`config.mk`:
```
export PLATFORM = sky130hd
export DESIGN_NAME = ctw_front
export DESIGN_NICKNAME = d
export VERILOG_FILES = /design/src/rtl/core/ctw_pkg.sv /design/src/rtl/core/ctw_front.sv
export SDC_FILE = /design/constraint.sdc
export NUM_CORES = 1
export LEC_CHECK = 0
export BUFFER_PORTS_ARGS = -buffer_cell sky130_fd_sc_hd__buf_2
export CAP_MARGIN = 20
export CORE_AREA = 2 2 119 63
export DETAILED_ROUTE_END_ITERATION = 8
export DIE_AREA = 0 0 121 65
export PLACE_DENSITY = 0.87
export SYNTH_ARGS = -nofsm -noshare
export SYNTH_HDL_FRONTEND = slang
export SYNTH_SLANG_ARGS = --single-unit
```
`constraint.sdc`:
```
create_clock -name vclk -period 9.7
set_input_delay 0.485 -clock vclk [all_inputs]
set_output_delay 0.485 -clock vclk [all_outputs]
set_load 0.05 [all_outputs]
```
`src/rtl/core/ctw_pkg.sv`:
```
`default_nettype none

package ctw_pkg;

  // Action codes carried in the input tuser.
  localparam logic [1:0] ACT_RESEED = 2'd0;
  localparam logic [1:0] ACT_FRAC   = 2'd1;
  localparam logic [1:0] ACT_RANGE  = 2'd2;

  // Number of generator advances after a reseed.
  localparam int WARMUP_STEPS = 10;
  localparam int WARM_W       = 4;

  // Queue between the front and the back.
  localparam int QDEPTH = 4;
  localparam int QPTR_W = $clog2(QDEPTH);

  localparam int FRAC_W = 52;
  localparam int HALF_W = FRAC_W / 2;
  localparam int SPAN_W = 33;
  localparam int PROD_W = HALF_W + SPAN_W;

  // Minimum exponents of the four components, one byte each, lowest first.
  localparam logic [31:0] SEED_MINIMA = 32'h11090601;

  typedef logic [3:0][63:0] comp_words_t;

  localparam comp_words_t SEED_RESETS = {
    64'h00000000CC0000CC, 64'h00000000FF0000FF,
    64'h00000000CCCCCCCC, 64'h00000000FFFFFFFF
  };

  typedef enum logic [1:0] {
    KIND_RESEED = 2'd0,
    KIND_FRAC   = 2'd1,
    KIND_RANGE  = 2'd2,
    KIND_NONE   = 2'd3
  } kind_t;

  // One classified transaction waiting in the queue.
  typedef struct packed {
    kind_t                     kind;
    logic [31:0]               range_low;
    logic [SPAN_W-1:0]         span;
    logic                      err;
  } queue_entry_t;

  // One item leaving the generator for the scaling pipeline.
  typedef struct packed {
    logic [FRAC_W-1:0]         frac;
    logic [31:0]               range_low;
    logic [SPAN_W-1:0]         span;
    logic                      err;
  } work_t;

  // One step of a Tausworthe component with parameters (k, q, s).
  function automatic logic [63:0] tw_step(input logic [63:0] z, input int k,
                                          input int q, input int s);
    logic [63:0] keep;
    begin
      keep = ~64'd0 << (64 - k);
      return (((z << q) ^ z) >> (k - s)) ^ ((z & keep) << s);
    end
  endfunction

  // Advance all four components once.
  function automatic comp_words_t advance(input comp_words_t c);
    comp_words_t n;
    begin
      n[0] = tw_step(c[0], 63, 31, 18);
      n[1] = tw_step(c[1], 58, 19, 28);
      n[2] = tw_step(c[2], 55, 24, 7);
      n[3] = tw_step(c[3], 47, 21, 8);
      return n;
    end
  endfunction

  // Lift a seed word that lies below its component's minimum.
  function automatic logic [63:0] seed_lift(input logic [63:0] w, input int i);
    logic [63:0] m;
    begin
      m = 64'd1 << SEED_MINIMA[8*i +: 5];
      return (w < m) ? w + m : w;
    end
  endfunction

endpackage

`default_nettype wire

```
`src/rtl/core/ctw_front.sv`:
```
`default_nettype none

module ctw_front (
  input  wire logic                  s_tvalid,
  output logic                       s_tready,
  input  wire logic [63:0]           s_tdata,  // range_low [31:0], range_high [63:32]
  input  wire logic [1:0]            s_tuser,  // action [1:0]
  input  wire logic                  full,
  output logic                       push,
  output ctw_pkg::queue_entry_t      push_entry
);
  import ctw_pkg::*;

  logic signed [32:0] diff;
  logic [31:0]        lo;
  logic [31:0]        hi;

  assign lo = s_tdata[31:0];
  assign hi = s_tdata[63:32];

  // Accept whenever the queue has room.
  assign s_tready = !full;
  assign push     = s_tvalid && !full;

  // Range width minus one, exact in 33 bits; negative means an inverted range.
  assign diff = $signed({hi[31], hi}) - $signed({lo[31], lo});

  // Classify the transaction and prepare the range operands.
  always_comb begin
    push_entry.kind      = KIND_NONE;
    push_entry.range_low = '0;
    push_entry.span      = '0;
    push_entry.err       = 1'b0;
    case (s_tuser)
      ACT_RESEED: begin
        push_entry.kind = KIND_RESEED;
      end
      ACT_FRAC: begin
        push_entry.kind = KIND_FRAC;
      end
      ACT_RANGE: begin
        push_entry.kind      = KIND_RANGE;
        push_entry.range_low = lo;
        push_entry.err       = diff[32];
        // An inverted range scales by zero, which leaves range_low.
        push_entry.span      = diff[32] ? '0 : SPAN_W'(diff) + SPAN_W'(1);
      end
      default: begin
        push_entry.kind = KIND_NONE;
      end
    endcase
  end

endmodule

`default_nettype wire

```
# Word-level counts from Yosys, hierarchy flattened
# Index checks and enable logic that the tools add are counted.
[word_totals] ff_bits=0 inputBits=68
[op_classes] n_addsub=2 eq_ne=2 n_mux=3 reduce_logical=3
[op_table] cell="66-bit two-way mux" n=1
[op_table] cell="33-bit by 1-bit adder with 33-bit output (second input constant)" n=1
[op_table] cell="33-bit two-way mux" n=1
[op_table] cell="32-bit by 32-bit subtractor with 33-bit output" n=1
[op_table] cell="2-bit case mux with 3 select lines" n=1
[op_table] cell="2-bit by 1-bit equality test with 1-bit output (second input constant)" n=1
[op_table] cell="2-bit equality test (second input constant)" n=1
[op_table] cell="2-bit zero test" n=1
[op_table] cell="1-bit logical AND" n=1
[op_table] cell="1-bit zero test" n=1

# Logic depth before layout (Yosys ltp)
# Gate-level depths: netlist of run 1.
[logic_depth] word_depth=4 depth_mapped=14 depth_no_buf=12

# Least setup slack after synthesis of run 1
# No wires, ideal clock.
[synth_path] path_type="input to output" startpoint="in s_tdata[32]" endpoint="out push_entry[33] in the netlist's numbering" arrival_ns=4.727 required_ns=9.215 path_slack_ns=4.488 cell_stages=12 path_buffers=0 path_cell_list="inv_1 -> ha_1 -> fa_1 -> nand2b_2 -> a211oi_4 -> o21ai_0 -> a21oi_1 -> nor2_1 -> xor2_1 -> or4b_1 -> or2_2 -> nor4_1"
[synth_lines] item="start, declared" line_no="ctw_front.sv:6" source="input wire logic [63:0] s_tdata,"
[synth_lines] item="end, declared" line_no="ctw_front.sv:10" source="output ctw_pkg::queue_entry_t push_entry"

==> summary.md, run 1 <==
| Metric | Value |
|---|---|
| Area delta synth->final | `19.8%` |
| Pleak | `2.11 nW` |
| Worst path bufs/invs | `2` |
| Crit Path Max Fanout | `9` |
| Slew headroom | `about 29%` |
| Largest net degree at the start of global routing | `36` |
| Fmax | `roughly 190 MHz` |
| Top Ports | `138` |
| Initial antenna violation count | `0` |
| Hold Buf Count CTS | `0` |
| Die X | `121 µm` |
| FF+latch area | `0 µm²` |
| Avg Inst Size Synth | `between 6 and 7 µm²` |
| Max Slew Vio Count | `0` |
| Final non-filler cell total | `770` |
| CP top delay family | `simple AND/OR/NAND/NOR gates` |
| Die height | `65 µm` |
| Die area | `7870 µm²` |
| Tot Pwr | `0.000362 W` |
| RSZ-0062 raised after global routing | `no` |
| Slowest Stage Delay on Critical Path | `0.89 ns` |
| Synth area leaders | `ha_1 11%, and2_1 8.2%, xnor2_1 5.5%` |
| YS warnings | `0` |
| Vias per inst | `6.14` |
| Max Cap Viol | `0` |
| Share of the synthesized area in the top cell type | `between 10% and 20%` |
| NumNets Final | `slightly below 800` |
| Crit path top cell by count | `buf_2` |
| Floorplan Core Area | `just under 7000 µm²` |
| Synthesized Nets | `663` |
| Starting Density | `between 50% and 60%` |
| Placed cell count | `769` |
| Sequential-to-total area share from yosys stat | `0%` |
| Post-synth top cells | `48 x and2_1, 47 x nor2_1, 44 x inv_1, 42 x nand2_1, 34 x a21oi_1` |
| Vias | `4725` |
| Num sequential | `0` |
| Final ANT Viol Nets | `0` |
| Drt drc | `0` |
| First-pass GRT wire length | `between 15000 and 20000 µm` |
| Tmin final | `5.36 ns` |
| Hpwl dp | `10500 µm` |
| Worst path cell trace | `buf_2 > ha_1 > fa_1 > nand2b_2 > a211oi_4 > o21ai_0 > a21oi_1 > nand2_1 > nor4_1 > nor4bb_1 > and4bb_1 > mux2i_1 > buf_2` |
| Final wirelength | `12500 µm` |
| Status | `finished, final reports clean` |
| Setup bufs post-CTS | `0` |
| Congestion Overflow GR | `0` |
| Synth Cell Area | `3660 µm²` |
| Final Wtd Congestion | `approximately 0.97` |
| Arr. time, crit path | `4.88 ns` |
| Hold Path Sink | `push_entry[67]` |
| Routed length per instance | `16.2 µm` |
| Slew @ Worst Pin | `1.06 ns` |
| # resized after CTS | `0` |
| IO Port Bufs | `138` |
| Critical Path RT | `9.22 ns` |
| CP Capture Type | `primary output` |
| Vias in the first global route | `4046` |
| GRT Overall Usage | `31.0%` |
| Critical Path Source Type | `primary input` |
| TNS Setup | `0 ns` |
| Final count of hold timing violations | `0` |
| Netlist cell types | `73` |
| DRT Pass-1 Iters | `5` |
| Count leader, synth | `and2_1` |
| # clk buffers | `0` |
| Rows | `22` |
| Drt initial violations | `651` |
| Hold Path Class | `primary input to primary output` |
| Worst Hold Slack | `1.27 ns` |
| Worst vdd ir | `0.0447 mV` |
| Final Setup Violations | `0` |
| Worst Hold Path Cells | `2` |
| Tcrit/Tclk final | `55.3%` |
| Hold Crit Start | `s_tuser[1]` |
| CP Class | `primary input to primary output` |
| Layout cells sized above 1 | `24.0%` |
| Slowest CP cell | `nor4bb_1` |
| Yosys top cell by area | `ha_1` |
| Syn Inst Count | `561` |
| Ant. Diodes | `0` |
| PD cells | `82.6 nW/µm²` |
-- cell families (layout without fill, tap and decap cells) --
group	after synthesis	after routing	share of synthesized area (%)
XOR/XNOR	35	35	8.38
AO/OA/AOI/OAI	153	153	29.3
adder cells (fa/ha/maj)	34	34	11.8
multiplexers	7	7	2.02
AND/OR/NAND/NOR	261	261	40.8
buffers and inverters	71	184	7.60
-- worst max-delay path by stage --
| stage | from | to | slack [ns] | cells after the start |
|---|---|---|---|---|
| final | s_tdata[0] | push_entry[32] | 4.34 | 13 |
| after global routing | s_tdata[0] | push_entry[30] | 4.06 | 13 |
| after CTS | s_tdata[0] | push_entry[32] | 4.49 | 13 |
| after detailed placement | s_tdata[0] | push_entry[32] | 4.52 | 13 |
| after global placement | s_tdata[0] | push_entry[32] | 4.61 | 13 |
| after floorplan | s_tdata[32] | push_entry[33] | 4.49 | 12 |
-- final cells by class --
cell class | count | area (µm²)
Fill cell | 637 | 2580
Inverter | 44 | 165
Multi-Input combinational cell | 490 | 3380
Tap cell | 96 | 120
Timing Repair Buffer | 140 | 713
-- where the power goes --
part,leakage (nW),switching [W],total [W],internal (W)
Clock,0,0,0,0
Sequential,0,0,0,0
Combinational,2.11,0.000241,0.000362,0.000120
Total,2.11,0.000241,0.000362,0.000120
-- per-layer routing --
layer	share of wire, %	GRT usage [%]	vias to the layer above	wire (µm)
met5	0	0	-	0
met4	0.15	0	0	19
met3	15	9.42	6	1860
met2	36	42.1	303	4450
met1	49	49.0	2124	6160
li1	-	-	2292	-
-- cell usage in the layout (no fill, tap or decap), types with 15 or more instances in the layout --
master,n
nor3_1,16
and2_1,48
xnor2_1,23
nor2_1,47
inv_1,44
ha_1,33
a21oi_1,34
o21a_1,15
buf_2,138
nand2_1,42
nand4_1,15
o21ai_0,24
-- through the flow --
| stage | utilization, % | setup slack (ns) | instance area, µm² |
|---|---|---|---|
| 2_1_floorplan | - | 4.49 | 3660 |
| 3_3_place_gp | 62.7 | 4.61 | 4360 |
| 3_5_place_dp | 62.7 | 4.52 | 4360 |
| 4_1_cts | 62.7 | 4.49 | 4360 |
| 5_1_grt | 62.9 | 4.06 | 4380 |
| 6_report | 62.9 | 4.34 | 4380 |
No activity file was read; power rests on OpenSTA's default activity.
==> run 2, diff against run 1 <==
Settings changed: CORE_AREA 2 2 119 63 to 2 2 121 64, DIE_AREA 0 0 121 65 to 0 0 123 66, PLACE_DENSITY 0.87 to 0.84.
Clock period 9.7 ns to 5.6 ns, I/O delays scaled along.
==> run 2 against run 1 <==
Effect of this change:
- cell area grew 0.17%
- via count shrank 0.74%
- first-iteration DRC count shrank 15%
- total power grew 72%
- combinational power grew 72%
- worst hold slack lost 0.41 ns
- sequential share of layout area is the same
- die area grew 3.2%
- wire length shrank 0.42%
- global-route usage shrank 1.1 points
- critical endpoint is now push_entry[30]
==> summary.md, run 2 (synthesized netlist as in run 1, its figures left out) <==
| Metric | Value |
|---|---|
| Tcrit/Tclk final | `83.2%` |
| PD cells | `142 nW/µm² (+72%)` |
| Part of the power in registers | `0% (unchanged)` |
| # resized after CTS | `0 (unchanged)` |
| Die height | `66 µm (+1.5%)` |
| Worst vdd ir | `0.0662 mV (+48%)` |
| Final core utilization | `61.8% (-1.1 points)` |
| Hold Buf Count CTS | `0 (unchanged)` |
| Die X | `123 µm (+1.7%)` |
| GRT Overall Usage | `29.9% (-1.1 points)` |
| Max Slew Vio Count | `0 (unchanged)` |
| NumNets Final | `779 (+0.13%)` |
| Final Wtd Congestion | `0.998 (+3.1%)` |
| Area delta synth->final | `20.0%` |
| Congestion Overflow GR | `0 (unchanged)` |
| CP Capture Type | `primary output` |
| Layout cells sized above 1 | `24.1% (+0.11 points)` |
| Setup bufs post-CTS | `0 (unchanged)` |
| Largest net degree at the start of global routing | `36 (unchanged)` |
| Ant. Diodes | `0 (unchanged)` |
| Hpwl dp | `10500 µm (+0.38%)` |
| Die area | `8120 µm² (+3.2%)` |
| Fmax | `215 MHz` |
| Routed length per instance | `16.1 µm (-0.55%)` |
| Pleak | `2.11 nW (+0.21%)` |
| Max Cap Viol | `0 (unchanged)` |
| Slew @ Worst Pin | `1.06 ns (+0.00342 ns)` |
| Final ANT Viol Nets | `0 (unchanged)` |
| Clock power frac | `0% (unchanged)` |
| Top Ports | `138 (unchanged)` |
| Starting Density | `51.5% (-1.0 points)` |
| Status | `finished, final reports clean` |
| # clk buffers | `0 (unchanged)` |
| Final wirelength | `12400 µm (-0.42%)` |
| FF+latch area | `0 µm² (unchanged)` |
| Sw Ratio | `66.7% (-0.12 points)` |
| Drt drc | `0 (unchanged)` |
| Critical Path Source Type | `primary input` |
| Tmin final | `between 4 and 5 ns` |
| Combinational power share | `100.0% (about the same)` |
| Vias | `4690 (-0.74%)` |
| Hold Path Class | `primary input to primary output` |
| P_int | `0.000208 W (+73%)` |
| IO Port Bufs | `138 (unchanged)` |
| Final Setup Violations | `0 (unchanged)` |
| Leading cell type in the layout, fill and taps excluded | `buf_2` |
| Vias per inst | `6.08 (-0.87%)` |
| Placed Area | `4370 µm² (+0.17%)` |
| Drt initial violations | `555 (-15%)` |
| Rows | `22 (unchanged)` |
| Vias in the first global route | `3885 (-4.0%)` |
| DRT Pass-1 Iters | `5 (unchanged)` |
| Net Sw Power | `0.000416 W (+72%)` |
| Slew headroom | `29.2% (+0.58 points)` |
| Critical Path RT | `5.32 ns (-3.90 ns)` |
| Floorplan Core Area | `7100 µm² (+2.0%)` |
| Most frequent cells in the layout | `138 x buf_2, 48 x and2_1, 47 x nor2_1` |
| RSZ-0062 raised after global routing | `no` |
| Tot Pwr | `0.000623 W (+72%)` |
| Initial antenna violation count | `0 (unchanged)` |
| CP Class | `primary input to primary output` |
| First-pass GRT wire length | `19600 µm (-2.1%)` |
| Finished Cell Area | `4390 µm² (+0.17%)` |
| Num sequential | `0 (unchanged)` |
| Crit Path Max Fanout | `9 (unchanged)` |
| Final count of hold timing violations | `0 (unchanged)` |
| Arr. time, crit path | `4.38 ns (-0.50 ns)` |
| TNS Setup | `0 ns (unchanged)` |
==> run 2: cell count changes in the layout (fill, tap and decap cells not counted) <==
| cell | delta |
|---|---|
| buf_4 | +1 |
==> run 2: through the flow <==
step,hold slack (ns),worst slack [ns],std cells
after CTS,0.859,1.12,770
final,0.857,0.941,771
after global routing,0.876,0.678,771
after floorplan,0.732,0.798,561
after detailed placement,0.859,1.15,770
after global placement,0.859,1.22,770
==> run 2: final cells by class <==
cell class                 count  area (µm²)
timing repair buffer         141         721
multi-input combinational    490        3380
fill                         677        2720
inverter                      44         165
tap                           96         120
==> run 2: path summary, 6_finish.rpt <==
kind                       start              to  slack [ns]  depth (start not counted)
worst max-delay path  s_tdata[0]  push_entry[30]        0.94                         14
worst min-delay path  s_tuser[1]  push_entry[67]        0.86                          2
==> run 2: power groups by stage <==
stage          sequential [W]  clock (W)  combinational (W)
2_1_floorplan               0          0           0.000457
3_3_place_gp                0          0           0.000596
3_5_place_dp                0          0           0.000603
4_1_cts                     0          0           0.000606
5_1_grt                     0          0           0.000673
6_report                    0          0           0.000623
==> run 2: critical path: stages <==
cell and delay [ns]:
buf_2 0.10, ha_1 0.23, fa_1 0.40, nand2b_2 0.23, a211oi_4 0.41, o21ai_0 0.40
o2111ai_1 0.16, nor3b_1 0.87, nor3b_1 0.24, nor4bb_1 0.22, buf_4 0.17, nand4bb_1 0.11
mux2_1 0.34, buf_2 0.21
==> run 2: routing by layer <==
layer  part of all wire [%]  global-route usage (%)  wire, µm
met5                      0                       0         0
met4                   0.32                   0.852        40
met3                     15                    7.84      1800
met2                     36                    39.5      4420
met1                     50                    48.3      6170
==> run 3, diff against run 2 <==
Clock period 5.6 ns to 4.69 ns, I/O delays scaled along.
==> run 3 against run 2 <==
Effect of this change:
- sequential cell count unchanged
- utilization increased by 0.58 points
- worst hold slack got worse by 0.089 ns
- critical path depth decreased by 1
- combinational power increased by 21%
- worst setup slack got worse by 0.63 ns
- clock-buffer cell count unchanged
- global-route usage decreased by 0.60 points
- final cell count increased by 0.65%
- total power increased by 21%
- critical endpoint is now push_entry[31]
- largest power group unchanged
==> summary.md, run 3 (synthesized netlist as in run 1, its figures left out) <==
| Metric | Value |
|---|---|
| Slew headroom | `34.5% (+5.3 points)` |
| TNS Setup | `0 ns (unchanged)` |
| Final core utilization | `62.4% (+0.58 points)` |
| DRT Pass-1 Iters | `5 (unchanged)` |
| Critical path depth | `13 (-1)` |
| Net Sw Power | `0.000498 W (+20%)` |
| Vias in the first global route | `3954 (+1.8%)` |
| Drt drc | `0 (unchanged)` |
| Num sequential | `0 (unchanged)` |
| Worst setup path start | `s_tdata[0]` |
| Slowest CP cell | `or4_1` |
| Status | `finished, final reports clean` |
| Starting Density | `51.5% (unchanged)` |
| Sw Ratio | `66.1% (-0.57 points)` |
| Floorplan Core Area | `7100 µm² (unchanged)` |
| PD cells | `170 nW/µm² (+20%)` |
| CP Capture Type | `primary output` |
| # clk buffers | `0 (unchanged)` |
| Tcrit/Tclk final | `between 90% and 100%` |
| Tmin final | `between 4 and 5 ns` |
| Slowest Stage Delay on Critical Path | `0.64 ns (-0.23 ns)` |
| Hold Buf Count CTS | `0 (unchanged)` |
| Fmax | `228 MHz` |
| Worst Hold Slack | `0.768 ns (-0.0891 ns)` |
| Vias per inst | `6.05 (-0.58%)` |
| Initial antenna violation count | `0 (unchanged)` |
| Top Ports | `138 (unchanged)` |
| Most frequent cells in the layout | `138 x buf_2, 48 x and2_1, 47 x nor2_1` |
| Crit path top cell by count | `buf_2` |
| Vias | `4693 (+0.064%)` |
| Slew @ Worst Pin | `0.980 ns (-0.0797 ns)` |
| Congestion Overflow GR | `0 (unchanged)` |
| Part of the power in registers | `0% (unchanged)` |
| RSZ-0062 raised after global routing | `no` |
| P_int | `0.000255 W (+23%)` |
| CP top delay family | `simple AND/OR/NAND/NOR gates` |
| Critical Path Source Type | `primary input` |
| Max Slew Vio Count | `0 (unchanged)` |
| Final wirelength | `12500 µm (+0.40%)` |
| Fill cell count | `658 (-2.8%)` |
| Combinational power share | `100.0% (about the same)` |
| Final count of hold timing violations | `0 (unchanged)` |
| Die height | `66 µm (unchanged)` |
| Drt initial violations | `529 (-4.7%)` |
| FF+latch area | `0 µm² (unchanged)` |
| GRT Overall Usage | `29.3% (-0.60 points)` |
| NumNets Final | `784 (+0.64%)` |
| Arr. time, crit path | `4.15 ns (-0.23 ns)` |
| Clock power frac | `0% (unchanged)` |
| Area delta synth->final | `21.1%` |
| Worst path bufs/invs | `2 (-1)` |
| Layout cells sized above 1 | `25.0% (+0.85 points)` |
| Largest net degree at the start of global routing | `36 (unchanged)` |
| Routed length per instance | `16.1 µm (-0.24%)` |
| Max Cap Viol | `0 (unchanged)` |
| Tot Pwr | `0.000753 W (+21%)` |
| Hpwl dp | `10500 µm (+0.14%)` |
| Crit Path Max Fanout | `9 (unchanged)` |
| Pleak | `2.13 nW (+1.0%)` |
| Final Wtd Congestion | `0.941 (-5.7%)` |
| Ant. Diodes | `0 (unchanged)` |
| Die area | `8120 µm² (unchanged)` |
| Leading cell type in the layout, fill and taps excluded | `buf_2` |
| First-pass GRT wire length | `19200 µm (-1.9%)` |
| Die X | `123 µm (unchanged)` |
| Worst vdd ir | `0.0789 mV (+19%)` |
| Worst path cell trace | `buf_2 > ha_1 > fa_1 > nand2b_2 > a211oi_4 > o21a_2 > nor3_1 > or4b_4 > a211o_1 > or4_1 > nor3_2 > mux2_1 > buf_2` |
| Hold Path Class | `primary input to primary output` |
| Final ANT Viol Nets | `0 (unchanged)` |
| Final Setup Violations | `0 (unchanged)` |
| CP Class | `primary input to primary output` |
| Critical Path RT | `4.46 ns (-0.86 ns)` |
| IO Port Bufs | `138 (unchanged)` |
| Rows | `22 (unchanged)` |
| Worst Setup EP | `push_entry[31]` |
## run 3: changes by cell type in the layout (fill, tap and decap cells not counted)
cell,before,now
buf_4,2,8
buf_8,1,0
nor3b_1,5,4
nor3b_2,1,2
nor4_1,6,5
nor4_2,0,1
## run 3: power groups by stage
stage	combinational [W]	clock, W	sequential (W)
2_1_floorplan	0.000546	0	0
3_3_place_gp	0.000721	0	0
3_5_place_dp	0.000731	0	0
4_1_cts	0.000734	0	0
5_1_grt	0.000810	0	0
6_report	0.000753	0	0
## run 3: worst min-delay path by stage
stage                           from             end  slack [ns]  cells after the start
after detailed placement  s_tuser[1]  push_entry[67]        0.77                      2
after floorplan                 full            push        0.64                      1
after CTS                 s_tuser[1]  push_entry[67]        0.77                      2
after global placement    s_tuser[1]  push_entry[67]        0.77                      2
after global routing      s_tuser[0]  push_entry[66]        0.79                      2
final                     s_tuser[1]  push_entry[67]        0.77                      2
## run 3: area by class of cell
| class | instances | area (µm²) | area share [%] |
|---|---|---|---|
| tap | 96 | 120 | 2.71 |
| multi-input combinational | 490 | 3390 | 76.6 |
| timing repair buffer | 146 | 751 | 17.0 |
| inverter | 44 | 165 | 3.73 |
## run 3: what timing repair did
item                       in CTS  in global routing
setup endpoints to repair       0                  1
setup buffers                   0                  0
gates resized for setup         0                  1
## run 3: per-layer routing
layer | up-vias | wire length, µm | track usage (%)
met3 | 9 | 1790 | 8.36
met1 | 2115 | 6210 | 45.3
met2 | 267 | 4410 | 40.1
li1 | 2302 | - | -
met5 | - | 0 | 0
met4 | 0 | 82 | 2.56
## run 3: through the flow
step	std cells	setup slack [ns]	cell area (µm²)
after CTS	776	0.332	4420
final	776	0.306	4430
after global routing	776	0.111	4430
after global placement	776	0.408	4420
after detailed placement	776	0.341	4420
after floorplan	561	0.488	3660
